[src/rtl/core/uml_pkg.sv]
// Shared types and constants for the UART memory loader bridge.
// No dependencies; imported by every module in rtl/core.
package uml_pkg;

    // Command characters
    localparam logic [7:0] ChNewline = 8'h0A;
    localparam logic [7:0] ChRead    = 8'h52;  // 'R'
    localparam logic [7:0] ChWrite   = 8'h57;  // 'W'
    localparam logic [7:0] ChBoot    = 8'h42;  // 'B'

    localparam logic [31:0] BootAddrReset = 32'h7fff_fffc;

    // Depth of the job queue between front and back
    localparam int QDepth = 4;

    // Beat on which a read-return job issues its follow-up read request
    localparam logic [2:0] RdReqBeat = 3'd4;

    typedef enum logic [1:0] {
        KIND_TX    = 2'd0,
        KIND_READ  = 2'd1,
        KIND_WRITE = 2'd2
    } t_kind;

    typedef enum logic [2:0] {
        J_ECHO  = 3'd0,   // echo newline
        J_BOOT  = 3'd1,   // boot switch write
        J_RREQ  = 3'd2,   // first read request of a command
        J_WRITE = 3'd3,   // bus write of an assembled word
        J_RDATA = 3'd4    // four tx bytes, then maybe the next read request
    } t_jtype;

    typedef struct packed {
        t_jtype      jtype;
        logic [31:0] addr;
        logic [31:0] data;
        logic        more;   // read return: another read follows
    } t_job;

endpackage

[src/rtl/core/uart_memory_loader_bridge.sv]
// UART memory loader bridge, top level: APB register, front parser, job queue, back part.
// Depends on uml_pkg, uml_front, uml_queue, uml_back.
//
// The bridge takes one request per cycle: a received UART byte or a memory read return.
// The front parser runs the command protocol ('\n' echo, 'R'/'W' with big-endian
// address and count, 'B' boot write then halt) and turns each request into at most
// one job, pushed into a QDepth-entry queue. The back part emits one result per
// cycle while i_ready lets it, from the job at the queue head: a read return
// yields four transmit bytes (MSB first) plus the next read request when words
// remain, and every other job yields a single result. Requests that make no
// result (address/count bytes, ignored bytes) push no job, but like every
// request they wait while the queue is full.
// i_ready low stalls only the back part; o_ready drops only when the queue is full.
// boot_switch_addr lives at byte address 0 of the APB port (reset 0x7ffffffc)
// and should be written only while the bridge is idle. No startup greeting is sent.
module uart_memory_loader_bridge #(
    parameter int QDepth = uml_pkg::QDepth
) (
    input  logic        i_clk,
    input  logic        i_rst_n,
    // request channel
    input  logic        i_valid,
    output logic        o_ready,
    input  logic        i_req_type,
    input  logic [7:0]  i_rx_byte,
    input  logic [31:0] i_read_data,
    // result channel
    output logic        o_valid,
    input  logic        i_ready,
    output logic [1:0]  o_out_kind,
    output logic [7:0]  o_tx_byte,
    output logic [31:0] o_bus_addr,
    output logic [31:0] o_bus_wdata,
    output logic        o_last,
    // APB configuration
    input  logic        psel,
    input  logic        penable,
    input  logic        pwrite,
    input  logic [2:0]  paddr,
    input  logic [31:0] pwdata,
    output logic [31:0] prdata,
    output logic        pready
);
    import uml_pkg::*;

    localparam logic RegIdxBoot = 1'b0;   // word index of boot_switch_addr

    logic [31:0] r_boot_addr;
    logic        cfg_wr;

    logic        q_full, q_valid, q_push, q_pop;
    t_job        push_job, head_job;

    // APB: zero-wait, word index in paddr[2]
    assign pready = 1'b1;
    assign cfg_wr = psel && penable && pwrite && (paddr[2] == RegIdxBoot);
    assign prdata = (paddr[2] == RegIdxBoot) ? r_boot_addr : '0;

    always_ff @(posedge i_clk) begin
        if (!i_rst_n) begin
            r_boot_addr <= BootAddrReset;
        end else if (cfg_wr) begin
            r_boot_addr <= pwdata;
        end
    end

    // front: parse requests into jobs
    uml_front u_front (
        .i_clk       (i_clk),
        .i_rst_n     (i_rst_n),
        .i_valid     (i_valid),
        .o_ready     (o_ready),
        .i_req_type  (i_req_type),
        .i_rx_byte   (i_rx_byte),
        .i_read_data (i_read_data),
        .i_boot_addr (r_boot_addr),
        .i_q_full    (q_full),
        .o_push      (q_push),
        .o_job       (push_job)
    );

    // decoupling queue
    uml_queue #(
        .Depth (QDepth)
    ) u_queue (
        .i_clk   (i_clk),
        .i_rst_n (i_rst_n),
        .i_push  (q_push),
        .i_job   (push_job),
        .o_full  (q_full),
        .i_pop   (q_pop),
        .o_valid (q_valid),
        .o_job   (head_job)
    );

    // back: one result per cycle into the output register, unless i_ready stalls it
    uml_back u_back (
        .i_clk       (i_clk),
        .i_rst_n     (i_rst_n),
        .i_q_valid   (q_valid),
        .i_job       (head_job),
        .o_pop       (q_pop),
        .o_valid     (o_valid),
        .i_ready     (i_ready),
        .o_out_kind  (o_out_kind),
        .o_tx_byte   (o_tx_byte),
        .o_bus_addr  (o_bus_addr),
        .o_bus_wdata (o_bus_wdata),
        .o_last      (o_last)
    );

endmodule

[src/rtl/core/uml_front.sv]
// Front part: accepts input items, runs the command parser, pushes jobs.
// Depends on uml_pkg.
module uml_front (
    input  logic              i_clk,
    input  logic              i_rst_n,
    input  logic              i_valid,
    output logic              o_ready,
    input  logic              i_req_type,
    input  logic [7:0]        i_rx_byte,
    input  logic [31:0]       i_read_data,
    input  logic [31:0]       i_boot_addr,
    input  logic              i_q_full,
    output logic              o_push,
    output uml_pkg::t_job     o_job
);
    import uml_pkg::*;

    typedef enum logic [2:0] {
        PH_CMD, PH_ADDR, PH_COUNT, PH_DATA, PH_RWAIT, PH_HALT
    } t_phase;

    t_phase      r_phase, n_phase;
    logic        r_is_write, n_is_write;
    logic [1:0]  r_idx, n_idx;
    logic [31:0] r_asm, n_asm;
    logic [31:0] r_addr, n_addr;
    logic [31:0] r_left, n_left;

    logic        accept;
    logic        done;
    logic [31:0] packed_word;
    logic [31:0] addr_p4;
    logic [31:0] left_m1;

    assign o_ready     = !i_q_full;
    assign accept      = i_valid && !i_q_full;
    assign packed_word = {r_asm[23:0], i_rx_byte};
    assign done        = (r_idx == 2'd3);
    assign addr_p4     = r_addr + 32'd4;
    assign left_m1     = r_left - 32'd1;

    always_comb begin
        n_phase    = r_phase;
        n_is_write = r_is_write;
        n_idx      = r_idx;
        n_asm      = r_asm;
        n_addr     = r_addr;
        n_left     = r_left;
        o_push     = 1'b0;
        o_job      = '{jtype: J_ECHO, addr: '0, data: '0, more: 1'b0};

        if (accept) begin
            if (i_req_type) begin
                // read return; ignored unless a read is pending
                if (r_phase == PH_RWAIT) begin
                    o_push     = 1'b1;
                    o_job      = '{jtype: J_RDATA, addr: addr_p4, data: i_read_data,
                                   more: (left_m1 != 32'd0)};
                    n_addr     = addr_p4;
                    n_left     = left_m1;
                    if (left_m1 == 32'd0) begin
                        n_phase = PH_CMD;
                    end
                end
            end else begin
                unique case (r_phase)
                    PH_CMD: begin
                        if (i_rx_byte == ChNewline) begin
                            o_push = 1'b1;
                            o_job  = '{jtype: J_ECHO, addr: '0, data: '0, more: 1'b0};
                        end else if (i_rx_byte == ChRead || i_rx_byte == ChWrite) begin
                            n_is_write = (i_rx_byte == ChWrite);
                            n_idx      = 2'd0;
                            n_asm      = '0;
                            n_phase    = PH_ADDR;
                        end else if (i_rx_byte == ChBoot) begin
                            o_push  = 1'b1;
                            o_job   = '{jtype: J_BOOT, addr: i_boot_addr, data: 32'd1,
                                        more: 1'b0};
                            n_phase = PH_HALT;
                        end
                    end
                    PH_ADDR: begin
                        n_asm = packed_word;
                        n_idx = r_idx + 2'd1;
                        if (done) begin
                            n_addr  = packed_word;
                            n_asm   = '0;
                            n_phase = PH_COUNT;
                        end
                    end
                    PH_COUNT: begin
                        n_asm = packed_word;
                        n_idx = r_idx + 2'd1;
                        if (done) begin
                            n_left = packed_word;
                            n_asm  = '0;
                            if (packed_word == 32'd0) begin
                                n_phase = PH_CMD;
                            end else if (r_is_write) begin
                                n_phase = PH_DATA;
                            end else begin
                                o_push  = 1'b1;
                                o_job   = '{jtype: J_RREQ, addr: r_addr, data: '0,
                                            more: 1'b0};
                                n_phase = PH_RWAIT;
                            end
                        end
                    end
                    PH_DATA: begin
                        n_asm = packed_word;
                        n_idx = r_idx + 2'd1;
                        if (done) begin
                            o_push = 1'b1;
                            o_job  = '{jtype: J_WRITE, addr: r_addr, data: packed_word,
                                       more: 1'b0};
                            n_asm  = '0;
                            n_addr = addr_p4;
                            n_left = left_m1;
                            if (left_m1 == 32'd0) begin
                                n_phase = PH_CMD;
                            end
                        end
                    end
                    PH_RWAIT, PH_HALT: begin
                        // bytes dropped while a read is pending or after boot
                    end
                    default: begin
                        n_phase = PH_CMD;
                    end
                endcase
            end
        end
    end

    always_ff @(posedge i_clk) begin
        if (!i_rst_n) begin
            r_phase    <= PH_CMD;
            r_is_write <= 1'b0;
            r_idx      <= 2'd0;
            r_asm      <= '0;
            r_addr     <= '0;
            r_left     <= '0;
        end else begin
            r_phase    <= n_phase;
            r_is_write <= n_is_write;
            r_idx      <= n_idx;
            r_asm      <= n_asm;
            r_addr     <= n_addr;
            r_left     <= n_left;
        end
    end

endmodule

[src/rtl/core/uml_queue.sv]
// Job queue between front and back parts, a small register FIFO.
// Depends on uml_pkg.
module uml_queue #(
    parameter int Depth = uml_pkg::QDepth
) (
    input  logic              i_clk,
    input  logic              i_rst_n,
    input  logic              i_push,
    input  uml_pkg::t_job     i_job,
    output logic              o_full,
    input  logic              i_pop,
    output logic              o_valid,
    output uml_pkg::t_job     o_job
);
    import uml_pkg::*;

    localparam int Aw = (Depth > 1) ? $clog2(Depth) : 1;
    localparam int Cw = $clog2(Depth + 1);
    localparam logic [Aw-1:0] LastIdx = Aw'(Depth - 1);
    localparam logic [Cw-1:0] Full    = Cw'(Depth);

    t_job          r_mem [Depth];
    logic [Aw-1:0] r_wr_ptr, r_rd_ptr;
    logic [Cw-1:0] r_count;
    logic          do_push, do_pop;

    assign o_full  = (r_count == Full);
    assign o_valid = (r_count != '0);
    assign o_job   = r_mem[r_rd_ptr];
    assign do_push = i_push && !o_full;
    assign do_pop  = i_pop && o_valid;

    always_ff @(posedge i_clk) begin
        if (do_push) begin
            r_mem[r_wr_ptr] <= i_job;
        end
    end

    always_ff @(posedge i_clk) begin
        if (!i_rst_n) begin
            r_wr_ptr <= '0;
            r_rd_ptr <= '0;
            r_count  <= '0;
        end else begin
            if (do_push) begin
                r_wr_ptr <= (r_wr_ptr == LastIdx) ? '0 : r_wr_ptr + 1'b1;
            end
            if (do_pop) begin
                r_rd_ptr <= (r_rd_ptr == LastIdx) ? '0 : r_rd_ptr + 1'b1;
            end
            if (do_push && !do_pop) begin
                r_count <= r_count + 1'b1;
            end else if (do_pop && !do_push) begin
                r_count <= r_count - 1'b1;
            end
        end
    end

endmodule

[src/rtl/core/uml_back.sv]
// Back part: expands queued jobs into result items, one per cycle when not stalled.
// Depends on uml_pkg.
module uml_back (
    input  logic              i_clk,
    input  logic              i_rst_n,
    input  logic              i_q_valid,
    input  uml_pkg::t_job     i_job,
    output logic              o_pop,
    output logic              o_valid,
    input  logic              i_ready,
    output logic [1:0]        o_out_kind,
    output logic [7:0]        o_tx_byte,
    output logic [31:0]       o_bus_addr,
    output logic [31:0]       o_bus_wdata,
    output logic              o_last
);
    import uml_pkg::*;

    logic [2:0]  r_beat;
    logic        r_valid;
    t_kind       r_kind;
    logic [7:0]  r_tx;
    logic [31:0] r_addr, r_wdata;
    logic        r_last;

    logic        load;
    t_kind       res_kind;
    logic [7:0]  res_tx;
    logic [31:0] res_addr, res_wdata;
    logic        res_last;
    logic [7:0]  sel_byte;

    assign load  = i_q_valid && (!r_valid || i_ready);
    assign o_pop = load && res_last;

    always_comb begin
        case (r_beat[1:0])
            2'd0:    sel_byte = i_job.data[31:24];
            2'd1:    sel_byte = i_job.data[23:16];
            2'd2:    sel_byte = i_job.data[15:8];
            default: sel_byte = i_job.data[7:0];
        endcase
    end

    always_comb begin
        res_kind  = KIND_TX;
        res_tx    = '0;
        res_addr  = '0;
        res_wdata = '0;
        res_last  = 1'b1;
        unique case (i_job.jtype)
            J_ECHO: begin
                res_tx = ChNewline;
            end
            J_BOOT, J_WRITE: begin
                res_kind  = KIND_WRITE;
                res_addr  = i_job.addr;
                res_wdata = i_job.data;
            end
            J_RREQ: begin
                res_kind = KIND_READ;
                res_addr = i_job.addr;
            end
            J_RDATA: begin
                if (r_beat == RdReqBeat) begin
                    res_kind = KIND_READ;
                    res_addr = i_job.addr;
                end else begin
                    res_tx   = sel_byte;
                    res_last = (r_beat == 3'd3) && !i_job.more;
                end
            end
            default: begin
                res_last = 1'b1;
            end
        endcase
    end

    always_ff @(posedge i_clk) begin
        if (load) begin
            r_kind  <= res_kind;
            r_tx    <= res_tx;
            r_addr  <= res_addr;
            r_wdata <= res_wdata;
            r_last  <= res_last;
        end
    end

    always_ff @(posedge i_clk) begin
        if (!i_rst_n) begin
            r_valid <= 1'b0;
            r_beat  <= '0;
        end else begin
            if (load) begin
                r_valid <= 1'b1;
                r_beat  <= res_last ? 3'd0 : r_beat + 3'd1;
            end else if (i_ready) begin
                r_valid <= 1'b0;
            end
        end
    end

    assign o_valid     = r_valid;
    assign o_out_kind  = r_kind;
    assign o_tx_byte   = r_tx;
    assign o_bus_addr  = r_addr;
    assign o_bus_wdata = r_wdata;
    assign o_last      = r_last;

endmodule

[config.mk]
export PLATFORM = sky130hd
export DESIGN_NAME = uart_memory_loader_bridge
export DESIGN_NICKNAME = d
export VERILOG_FILES = /design/src/rtl/core/uml_pkg.sv /design/src/rtl/core/uart_memory_loader_bridge.sv /design/src/rtl/core/uml_front.sv /design/src/rtl/core/uml_queue.sv /design/src/rtl/core/uml_back.sv
export SDC_FILE = /design/constraint.sdc
export NUM_CORES = 1
export LEC_CHECK = 0
export CAP_MARGIN = 30
export CELL_PAD_IN_SITES_DETAIL_PLACEMENT = 0
export CELL_PAD_IN_SITES_GLOBAL_PLACEMENT = 2
export CORE_MARGIN = 5
export CORE_UTILIZATION = 34
export DETAILED_ROUTE_END_ITERATION = 8
export DONT_BUFFER_PORTS = 1
export PLACE_DENSITY = 0.73
export SETUP_SLACK_MARGIN = 0.2
export SYNTH_ARGS = -nofsm -noshare
export SYNTH_HDL_FRONTEND = slang
export SYNTH_SLANG_ARGS = --single-unit
export TNS_END_PERCENT = 50
[constraint.sdc]
create_clock -name i_clk -period 4.46 [get_ports i_clk]
set_input_delay 0.446 -clock i_clk [delete_from_list [all_inputs] [get_ports i_clk]]
set_output_delay 0.446 -clock i_clk [all_outputs]
set_load 0.03 [all_outputs]
==> results of run 1 <==
## cells in the mapped netlist (22+ instances only)
library cell,number,share of area (%)
a22oi_1,39,1.4
nand2_1,188,3.3
a221o_1,22,1.0
o21ai_0,68,1.6
nor2_1,143,2.5
clkbuf_1,103,1.8
and2_1,40,1.2
mux4_2,68,7.1
a22o_1,34,1.4
nor2b_1,69,2.0
dfxtp_1,139,13
edfxtp_1,347,48
xnor2_1,22,0.90
nand3_1,88,2.0
a21oi_1,93,2.2
nor4_1,22,0.64
## through the flow
step	setup WS, ns	utilization [%]
after CTS	0.713	39.6
after global placement	0.753	35.8
after floorplan	0.625	-
after detailed placement	0.756	35.9
after global routing	0.408	39.6
final	0.770	39.6
## critical path: cells and delay by family, from the launching register on
family                     cells  cell delay, ns
adders and majority gates      2            0.64
AOI/OAI and AO/OA              2            0.44
and+or+nand+nor                3            0.92
muxes                          1            0.42
xor gates and xnor gates       1            0.16
DFF                            1            0.37
buffers and inverters          2            0.64
## sequential cells by signal (all words and copies together), names as in the netlist, 2 cells and up, named ones only
signal / cells
u_back.o_out_kind: 2
u_queue.r_count: 3
u_back.o_tx_byte: 8
u_queue.r_rd_ptr: 2
u_front.r_idx: 2
u_front.r_left: 32
r_boot_addr: 32
u_front.r_phase: 3
u_back.r_beat: 3
u_queue.r_wr_ptr: 2
u_queue.r_mem: 272
u_front.r_asm: 24
u_front.r_addr: 32
u_back.o_bus_wdata: 32
u_back.o_bus_addr: 32
## how the worst max path moves through the flow
stage                     depth (start not counted)                   to               from
after floorplan                                   7  u_queue.r_mem[1][0]       i_rx_byte[2]
after global placement                           11   u_queue.r_count[2]           register
after detailed placement                         11   u_queue.r_count[2]           register
after CTS                                        11   u_queue.r_count[2]           register
after global routing                              9  u_queue.r_mem[2][0]  u_front.r_left[1]
final                                            11   u_queue.r_count[2]           register
## cell families (layout without fill, tap and decap cells)
logic type / after synthesis / after routing / share of synthesized area, %
adder cells (fa/ha/maj): 16 / 16 / 0.966
buffers and inverters: 143 / 207 / 2.68
other: 1 / 2 / 0.0174
AO/OA/AOI/OAI: 338 / 338 / 10.6
flip-flops: 486 / 486 / 61.4
AND/OR/NAND/NOR: 647 / 647 / 15.2
multiplexers: 77 / 77 / 7.56
XOR/XNOR: 39 / 39 / 1.59
## cell type report
cell class	instances	area (µm²)
diodes	1	2.50
clock buffers	62	1340
well taps	846	1060
repair buffers	94	1020
flip-flops and latches	486	13200
multi-input cells	1118	7780
clock inverters	33	412
fillers	5909	38000
inverters	18	68.8
## per-layer routing
layer | track usage [%] | vias to the layer above
li1 | - | 6633
met1 | 24.7 | 7371
met2 | 30.1 | 381
met3 | 2.19 | 86
met4 | 4.23 | 0
met5 | 0 | -
## report_power, final
part / total, mW / internal, mW / leakage [nW] / switching [mW]
Clock: 4.43 / 2.62 / 0.841 / 1.82
Combinational: 3.03 / 1.14 / 2.99 / 1.89
Sequential: 6.62 / 5.59 / 4.55 / 1.03
## cell usage in the layout, fill, tap and decap left out, types with 9 or more instances in the layout
cell and count:
xor2_1 17, nor2b_1 69, a22o_1 34, nor4_1 22, and2_1 35, nand3_1 88, clkbuf_1 9, a221o_1 22
buf_12 11, a21oi_1 90, a22oi_1 39, and3_1 13, inv_1 15, xnor2_1 22, nor2_1 141, edfxtp_1 347
buf_4 27, clkbuf_16 51, o31ai_1 17, ha_1 15, dfxtp_1 137, a211oi_1 9, mux4_2 68, o21ai_0 68
dlygate4sd3_1 53, nor3_1 19, nand2_1 188
==> flow_metrics.tcl, run 1 <==
set metrics [dict create \
    status "completed" \
    syn_nets 1846 \
    worstSkewPairLatency_ns 0.60 \
    wire_per_inst_um 23.4 \
    place_congestion 0.873 \
    synth_edf_count 347 \
    crit_chain "buf_4 > mux4_2 > nand3b_1 > a21o_1 > nand2_1 > ha_1 > inv_1 > fa_1 > xor2_1 > or3_1 > a21oi_1" \
    grt_first_pass_wirelength_um 92600 \
    wl_um 62100 \
    place.detailed.hpwl_um 41800 \
    crit_path_max_incr_delay_ns 0.58 \
    wl_met3_um 2730 \
    rsz0062_at_grt "no" \
    drtAntennaViolNets 0 \
    fin_cells 2658 \
    die_h_um 262 \
    reg2reg_to "u_queue.r_count[2]" \
    fp-row-count 92 \
    cts_buffer_depth 3 \
    port_buffers 0 \
    fin_crit_ns 3.69 \
    max-vdd-ir-drop_mv 0.283 \
    powerDensity_nw_per_um2 566 \
    crit_required_ns 4.98 \
    wl_met1_um 27000 \
    highest_layer "met4" \
    ys_seq_area_share_pct 61.4 \
    ys_seq_elements 486 \
    antenna_found_initial 0 \
    crit_arrival_ns 4.21 \
    holdWs_ns 0.0474 \
    viasPerCell 5.44 \
    report.final.slew_viol_count 0 \
    ctsRootBufferMaster "clkbuf_16" \
    final_area_um2 24900 \
    rrSetupSlack_ns 0.77 \
    grt_start_max_net_pins 56 \
    hold_violations 0 \
    skew_ns 0.0235 \
    ys_warn_count 0 \
    vias 14500 \
    setup_violations 0 \
    critPathMaxFanout 34 \
    fmax_ghz 0.271 \
    holdBufCountCts 54 \
    netlist_area_um2 21500 \
    min_from "i_rst_n" \
    nNetsFinal 1868 \
    netlist_instances 1747 \
    die_area_um2 68400 \
    grt-ovfl-total 0 \
    postSynth.asyncResetShare_pct 0 \
    drive_gt1_share_pct 12.9 \
    r2r_cells 11 \
    post_cts_resized 0 \
    route.detailed.drc 0 \
    crit_path_end_kind "register" \
    wl_met2_um 31100 \
    fin_crit_sh_pct 82.7 \
    fin_total_pwr_mw 14.1 \
    clk_pin_slew_worst_paths_ns 0.07 \
    synth_ff_type "edfxtp_1" \
    dp.cells 2507 \
    fin_tns_setup_ns 0 \
    drtIter0Drc 1320 \
    initial_core_util_pct 34.2 \
    synth.distinct_cells 83 \
    ios 193 \
    relSlewSlack_pct 30.3 \
    htreeDepth 2 \
    syn_to_final_growth_pct 15.8 \
    cts_buffers 51 \
    leakage_nw 8.38 \
    avgSynthCellArea_um2 12.3 \
    whs_path_depth 2 \
    die_w_um 262 \
    slowest_stage "buf_4" \
    crit_type "reg2reg" \
    firstDrtPassIters 6 \
    hold_path_class "in2reg" \
    postPlaceCellArea_um2 22600 \
    worstHoldEndpoint "u_front.r_left[24]" \
    worst_slew_pin_slew_ns 1.05 \
    start_kind "register" \
    cts_tree "yes" \
    clkSinkCount 486 \
    cap_violations 0 \
    core_um2 62900 \
    grt_pass1_vias 14100 \
    postCtsSetupRepairBufs 0 \
    gr-usage-all-layers_pct 17.8 \
]
Note: power is estimated with default switching activity, not from simulation.
==> run 2, diff against run 1 <==
ABC_AREA = 1   (was not set)
PLACE_DENSITY = 0.78   (was 0.73)
clock period = 3.48 ns   (was 4.46 ns; I/O delays follow)
==> flow_metrics.tcl, run 2 <==
set metrics [dict create \
    status "completed" \
    htreeDepth 2 \
    wl_um 71000 \
    max-vdd-ir-drop_mv 0.419 \
    holdBufCountCts 42 \
    powerDensity_nw_per_um2 744 \
    fin_total_pwr_mw 19.0 \
    p_int_mw 11.9 \
    postSynth.asyncResetShare_pct 0 \
    crit_type "reg2reg" \
    ys_warn_count 0 \
    final-seq-area_um2 13200 \
    crit_arrival_ns 3.21 \
    crit_path_end_kind "register" \
    postCtsSetupRepairBufs 0 \
    syn_nets 2433 \
    ctsRootBufferMaster "clkbuf_16" \
    largest_register_ffs 272 \
    rrSetupSlack_ns 0.61 \
    grt_first_pass_wirelength_um 105000 \
    cts_tree "yes" \
    die_h_um 266 \
    reg2reg_to "u_queue.r_mem[3][19]" \
    fin_crit_sh_pct 82.4 \
    fin_tns_setup_ns 0 \
    ios 193 \
    gr-usage-met2_pct 31.1 \
    nNetsFinal 2454 \
    synth.area.top_cells "edfxtp_1, dfxtp_1, nand2_1" \
    top_register "u_queue.r_mem" \
    synth_most_common_cell "nand2_1" \
    synth.distinct_cells 60 \
    cap_violations 0 \
    initial_core_util_pct 34.4 \
    final_common_cell "nand2_1" \
    core_um2 64600 \
    syn_to_final_growth_pct 14.7 \
    leakage_nw 9.55 \
    min_from "i_rx_byte[6]" \
    avgSynthCellArea_um2 9.53 \
    gr-usage-all-layers_pct 19.5 \
    switching_share_pct 37.3 \
    fin_crit_ns 2.87 \
    firstDrtPassIters 5 \
    skew_ns 0.0176 \
    relSlewSlack_pct 34.1 \
    whs_path_depth 2 \
    clk_pin_slew_worst_paths_ns 0.06 \
    die_area_um2 70600 \
    netlist_area_um2 22200 \
    use_met3_pct 4.39 \
    grt-ovfl-total 0 \
    p_seq_share_pct 44.7 \
    yosysTopAreaCellShare_pct 46.9 \
    synth_edf_count 347 \
    rsz0062_at_grt "no" \
    start_kind "register" \
    crit_path_max_incr_delay_ns 0.49 \
    wire_per_inst_um 21.8 \
    synth_ff_type "edfxtp_1" \
    cts_buffers 55 \
    fp-row-count 93 \
    drtIter0Drc 1258 \
    r2r_cells 9 \
    netlist_instances 2334 \
    grt_start_max_net_pins 86 \
    combPwrFrac_pct 24.1 \
    port_buffers 0 \
    ys_seq_elements 486 \
    yosys-top-cells-count "nand2_1, nor2_1, edfxtp_1" \
    p_switching_mw 7.09 \
    final_cell_mix "nand2_1, nor2_1, edfxtp_1" \
    multi_input_area_um2 7720 \
    drive_gt1_share_pct 8.79 \
    crit_required_ns 3.82 \
    crit_family "simple AND/OR/NAND/NOR gates" \
    drtAntennaViolNets 0 \
    synth_top_area_cell "edfxtp_1" \
    crit_chain "inv_1 > nand3_1 > nand2_1 > inv_1 > nand2_2 > inv_2 > nand2_1 > buf_4 > o21ai_0" \
    vias 17000 \
    path_buf_inv 4 \
    hold_violations 0 \
    report.final.slew_viol_count 0 \
    hold_path_class "in2reg" \
    worstHoldEndpoint "u_front.r_left[6]" \
    antenna_found_initial 10 \
    critPathMaxFanout 19 \
    holdWs_ns 0.0382 \
    grt_pass1_vias 16600 \
    setup_violations 0 \
    die_w_um 266 \
    fmax_ghz 0.349 \
    viasPerCell 5.20 \
    grtUsageMet1_pct 27.0 \
    cts_buffer_depth 3 \
    slowest_stage "o21ai_0" \
    place.detailed.hpwl_um 49500 \
    worstSkewPairLatency_ns 0.62 \
    worst_slew_pin_slew_ns 0.984 \
    route.detailed.drc 0 \
    num-fill-cells 6313 \
    pwr-share-clk_pct 31.2 \
    post_cts_resized 0 \
    regToRegStartpoint "u_queue.r_count[1]" \
    top_usage_layer "met2" \
    clkSinkCount 486 \
    ys_seq_area_share_pct 59.4 \
    place_congestion 0.884 \
]
==> run 2: cell types whose count changed after synthesis, sizes merged, moves of 68 or more <==
cell   previous run  this run
a21oi            94       176
inv              16       207
mux4             68         0
nand2           188       380
nor2            143       387
nor2b            69         0
o21ai            70       205
==> run 2: worst max-delay path by stage <==
stage,depth (start not counted),slack (ns),startpoint,endpoint
finish,9,0.61,u_queue.r_count[1],u_queue.r_mem[3][19]
global route,15,0.36,register,u_queue.r_count[2]
CTS,9,0.64,u_queue.r_count[1],u_queue.r_mem[3][19]
detailed placement,9,0.66,u_queue.r_count[1],u_queue.r_mem[3][19]
global placement,15,0.64,register,u_queue.r_count[2]
floorplan,11,-0.17,u_front.r_phase[1],u_queue.r_mem[0][0]
==> run 2: cells by family (layout without fill, tap and decap cells) <==
family	after synthesis	after routing	synth area share (%)
buf+inv	334	400	6.15
fa+ha+maj	16	16	0.934
simple gates	922	922	17.2
other cells	1	7	0.0169
compound gates	562	562	15.8
flops	486	486	59.4
xor+xnor	13	13	0.512
==> run 2: stage by stage <==
step / std cells / area [µm²] / setup WS (ns) / util (%)
after global routing: 3255 / 25500 / 0.361 / 39.5
after detailed placement: 3111 / 23200 / 0.655 / 35.9
after CTS: 3255 / 25500 / 0.636 / 39.5
final: 3261 / 25500 / 0.614 / 39.5
after global placement: 3111 / 23200 / 0.638 / 35.9
after floorplan: 2334 / 22300 / -0.171 / -
==> run 2: worst register-to-register path, cell delays in order (launching register included) <==
cell	delay, ns
dfxtp_1	0.35
inv_1	0.10
nand3_1	0.20
nand2_1	0.24
inv_1	0.16
nand2_2	0.14
inv_2	0.08
nand2_1	0.45
buf_4	0.37
o21ai_0	0.49
==> run 2: final cells by class <==
cell class,instances,share of cell area (%)
multi-input cells,1514,30.3
clock inverters,40,1.78
diodes,6,0.0589
flip-flops and latches,486,51.8
clock buffers,62,5.50
well taps,855,4.20
inverters,211,3.13
repair buffers,87,3.29
==> run 2: per-layer routing <==
| metal | share of wire [%] | wire length [µm] |
|---|---|---|
| met4 | 2.8 | 1990 |
| met1 | 45 | 31900 |
| met5 | 0.031 | 22 |
| met2 | 46 | 32500 |
| met3 | 6.4 | 4550 |
==> run 2: power groups by stage <==
stage / combinational (mW) / clock (mW) / sequential [mW]
floorplan: 3.23 / 0 / 8.42
CTS: 4.62 / 6.04 / 8.50
global route: 5.13 / 6.29 / 8.55
global placement: 4.46 / 0 / 8.61
detailed placement: 4.53 / 0 / 8.62
finish: 4.57 / 5.93 / 8.48
